$ cat src/hw/rtl/rirm_pkg.sv
`timescale 1ns / 1ps
// ----------------------------------------------------------------------------
// rirm_pkg: shared definitions for the range increment / range maximum block
// Default sizes, operation, status and register codes, and the command
// that the control logic sends to every point cell.
// ----------------------------------------------------------------------------
package rirm_pkg;

   localparam int DEF_POINTS     = 64;
   localparam int DEF_COUNT_BITS = 16;

   localparam int FIELD_BITS = 16;
   localparam int CSR_IDX_BITS = 2;

   // Operation codes carried by req_operation.
   localparam logic OP_ADD   = 1'b0;
   localparam logic OP_QUERY = 1'b1;

   // Status codes carried by rsp_status.
   localparam logic STATUS_OK  = 1'b0;
   localparam logic STATUS_ERR = 1'b1;

   // Configuration register indexes.
   localparam logic [CSR_IDX_BITS-1:0] CSR_SPAN_LOW  = 2'd0;
   localparam logic [CSR_IDX_BITS-1:0] CSR_SPAN_HIGH = 2'd1;

   localparam logic [FIELD_BITS-1:0] SPAN_LOW_RESET  = 16'd0;
   localparam logic [FIELD_BITS-1:0] SPAN_HIGH_RESET = 16'd63;

   typedef struct packed {
      logic clear;   // drop every counter to zero
      logic incr;    // add one to counters inside the interval
   } cell_cmd_type;

endpackage

$ cat src/hw/rtl/rirm_cell.sv
`timescale 1ns / 1ps
// ----------------------------------------------------------------------------
// rirm_cell: one point of the chain
// Holds the saturating counter of one point and passes a running maximum
// on to the next cell every cycle.
// ----------------------------------------------------------------------------
module rirm_cell
   import rirm_pkg::*;
#(
   parameter int IDX_BITS   = 6,
   parameter int COUNT_BITS = DEF_COUNT_BITS,
   parameter int INDEX      = 0
) (
   input  logic                  clock,
   input  logic                  reset,
   input  cell_cmd_type          cmd,
   input  logic [IDX_BITS-1:0]   lo_idx,
   input  logic [IDX_BITS-1:0]   hi_idx,
   input  logic [COUNT_BITS-1:0] max_in,
   output logic [COUNT_BITS-1:0] max_out
);

   localparam logic [IDX_BITS-1:0]   MY_IDX    = IDX_BITS'(INDEX);
   localparam logic [COUNT_BITS-1:0] COUNT_TOP = '1;

   logic [COUNT_BITS-1:0] count_ff, count_in;
   logic [COUNT_BITS-1:0] max_ff, max_in_next;
   logic                  in_range;

   assign in_range = (MY_IDX >= lo_idx) && (MY_IDX <= hi_idx);

   always_comb begin
      count_in = count_ff;
      if (cmd.clear) begin
         count_in = '0;
      end else if (cmd.incr && in_range && (count_ff != COUNT_TOP)) begin
         count_in = count_ff + COUNT_BITS'(1);
      end
   end

   always_comb begin
      max_in_next = max_in;
      if (in_range && (count_ff > max_in)) begin
         max_in_next = count_ff;
      end
   end

   always_ff @(posedge clock) begin
      if (reset) begin
         count_ff <= '0;
      end else begin
         count_ff <= count_in;
      end
   end

   always_ff @(posedge clock) begin
      max_ff <= max_in_next;
   end

   assign max_out = max_ff;

endmodule

$ cat config.mk
export PLATFORM = sky130hd
export DESIGN_NAME = rirm_cell
export DESIGN_NICKNAME = d
export VERILOG_FILES = /design/src/hw/rtl/rirm_pkg.sv /design/src/hw/rtl/rirm_cell.sv
export SDC_FILE = /design/constraint.sdc
export NUM_CORES = 1
export LEC_CHECK = 0
export BUFFER_PORTS_ARGS = -buffer_cell sky130_fd_sc_hd__buf_2
export CAP_MARGIN = 10
export CORE_MARGIN = 1.5
export CORE_UTILIZATION = 30
export CTS_BUF_LIST = sky130_fd_sc_hd__clkbuf_8
export DETAILED_ROUTE_END_ITERATION = 10
export PLACE_DENSITY = 0.5
export SETUP_SLACK_MARGIN = 0.02
export SLEW_MARGIN = 20
export SYNTH_ARGS = -nofsm -noshare
export SYNTH_HDL_FRONTEND = slang
export SYNTH_SLANG_ARGS = --single-unit
$ cat constraint.sdc
create_clock -name clock -period 2.1 [get_ports clock]
set_input_delay 0.315 -clock clock [delete_from_list [all_inputs] [get_ports clock]]
set_output_delay 0.315 -clock clock [all_outputs]
set_load 0.005 [all_outputs]
==> run metrics <==
Die Width=between 80 and 90 um; worst slew pin tran=slightly below 500 ps; Hold WC Path Type=primary input to flop; fraction of layout instances using a drive strength above 1=0.3642; worst setup path category=flop to flop; data arrival time of the critical path=around 2200 ps; antenna cell count=0; Unique masters post-synth=36; Setup Buffers After CTS=0; Num CTS Buffers=5; crit share post-route=0.9872; P&R area growth vs syn=38.09%; Iter 0 DRT Violations=73; Psw=between 0.3 and 0.4 mW; FILL cells=700; Avg Inst Size Synth=8.444 um^2; die area=roughly 7500 um^2; Pre-antenna DRT Iters=4; final core occ=0.4263; port buffer count=a little over 40; Fmax=a little under 500 MHz; Place WS=-153.8 ps; Power Internal=just under 1 mW; critical-path maximum fanout=6; WHS=about 260 ps; Reg clk slew, reported paths=70 ps; clock share of power=0.389; clock sinks=32; setup slack after layout=between 20 and 30 ps; Peak supply drop=210.9 uV; Yosys top cell by area=dfxtp_1; combinational power share=0.125; GRT Total Usage=0.1521; Initial Util=0.3087; sequential element share of the synthesized area=0.3071; post-placement cell count=396; Final #Nets=~370; Flop pwr share=0.486; Leak=about 1.1 nW; Routability Congestion=between 0.8 and 0.9; gr ovfl total=0; Gate Count Post-Synth=~250; Clock Skews=just under 4 ps; max cap viols=0; dpl hpwl=4395 um; Post-Layout Cell Count=404; Final Hold Fails=0; Area contributors post-synth=dfxtp_1 (31%), ha_1 (10%), a211oi_1 (6.8%); hold_buf cts=0; largest net degree at the start of global routing=19; synthesized flop and latch total=32; Post-Syn Area=around 2100 um^2; H-tree lvl count=2; DR vias/cell=around 5.1; first-pass GRT wire length=between 8000 and 9000 um; die height=around 86 um; RSZ-0062 raised after global routing=yes; Required @ worst endpoint=between 2000 and 2500 ps; PD cells=around 450 nW/um^2; number of global-route vias before repair=1,901; Rows=30; CP Launch Type=flop; initial antenna violation count=0; Routed Antenna Nets=0; headroom to the max-slew limit=0.6727; Synth top area share=0.3071; syn nets=roughly 300; wirelength, routed=~5700 um; Post-synth top flop=dfxtp_1; clock root cell=clkbuf_8; drt drc=0; CTS tree=done; Synth warnings=0; FFs w/ async S/R, synth=0; Final setup viols=0; outcome=completed; EDFF count, synth=0; Crit. End Element=flop; Ports=48; Routed WL per cell=about 14 um; Slew Limit Fails=0; Final min period=around 2100 ps; total core area=between 6000 and 7000 um^2; sw frac=0.2475; vias after detailed routing=approximately 2.1k; Clk Latency, worst-skew pair=roughly 280 ps; maximum clock path buffer count=2
[layout make-up]
cell class                      count  area (um^2)  area share
Clock inverter                      2        11.26    0.003910
Sequential cell                    32        646.9      0.2246
Timing Repair Buffer               81        530.5      0.1842
Inverter                           19        71.32     0.02476
Clock buffer                        6        82.58     0.02867
Multi-Input combinational cell    184         1438      0.4991
Tap cell                           80        100.1     0.03475
[synth_stat cells, types with 6 or more instances]
cell type,number
a21oi_1,8
a211oi_1,19
clkbuf_1,6
a32oi_1,16
nor2_1,19
nand4_1,8
o21ai_1,15
dfxtp_1,32
nand2_1,25
inv_1,19
xnor2_1,15
ha_1,17
nor4_1,9
[power groups by stage]
stage               registers (mW)  clock network [mW]  logic (mW)
floorplan                    0.644                   0      0.0715
global placement             0.641                   0       0.151
detailed placement           0.641                   0       0.151
CTS                          0.627               0.517       0.152
global route                 0.628               0.539       0.178
finish                       0.627               0.501       0.161
[cell usage in the layout, fill, tap and decap left out, types with 3 or more instances in the layout]
master and instances:
a32oi_1 15, nor3_1 5, nand2_1 25, nand4_1 8, a211oi_1 19, ha_4 9, nor2_1 19, dfxtp_1 27
xnor2_1 15, buf_4 38, nor4_1 8, inv_1 20, and2_1 3, dfxtp_2 5, o21ai_1 15, clkbuf_8 6
a21oi_1 8, ha_1 8, nand3_1 5, buf_2 41
[cells by family after synthesis]
logic type	synth area share
multiplexers	0.004799
XOR/XNOR	0.06299
adder cells (fa/ha/maj)	0.1020
AND/OR/NAND/NOR	0.2382
buffers and inverters	0.07198
AO/OA/AOI/OAI	0.2130
flip-flops	0.3071
[registers in the layout, indices dropped and copies added (netlist names)]
| name | cells |
|---|---|
| count_ff | 16 |
| max_out | 16 |
[what timing repair did]
action / 4_1_cts / 5_1_grt
setup endpoints to repair: 1 / 17
pin swaps: 0 / 4
gates resized for setup: 0 / 16
[layer usage]
| layer | routed length, um | global-route usage | vias up |
|---|---|---|---|
| li1 | - | - | 1071 |
| met1 | 2893 | 0.2058 | 936 |
| met2 | 2553 | 0.2386 | 55 |
| met3 | 216 | 0.03619 | 2 |
| met4 | 4 | 0.04839 | 0 |
| met5 | 0 | 0 | - |
[critical path, cell delays in order, from the launching register on]
cell and delay, ps:
dfxtp_2 340, ha_4 280, nand4_4 100, or4_4 520, a21o_4 220, buf_4 160, a32oi_1 240, o31ai_2 90
[through the flow]
| step | area (um^2) | setup TNS (ps) | power (mW) |
|---|---|---|---|
| floorplan | 2123 | 0 | 0.7159 |
| global placement | 2675 | -1887 | 0.7913 |
| detailed placement | 2675 | -2004 | 0.7918 |
| CTS | 2769 | 0 | 1.296 |
| global route | 2880 | -24.94 | 1.346 |
| finish | 2880 | 0 | 1.288 |
[path summary, 6_finish.rpt]
check	start	endpoint	slack, ps	cells after the start
worst min-delay path	max_in[8]	max_out[8]	260	3
worst max register to register	count_ff[6]	max_out[0]	30	7
worst max-delay path	count_ff[6]	max_out[0]	30	7
worst min register to register	count_ff[1]	max_out[1]	530	2
Note: power is estimated with default switching activity, not from simulation.
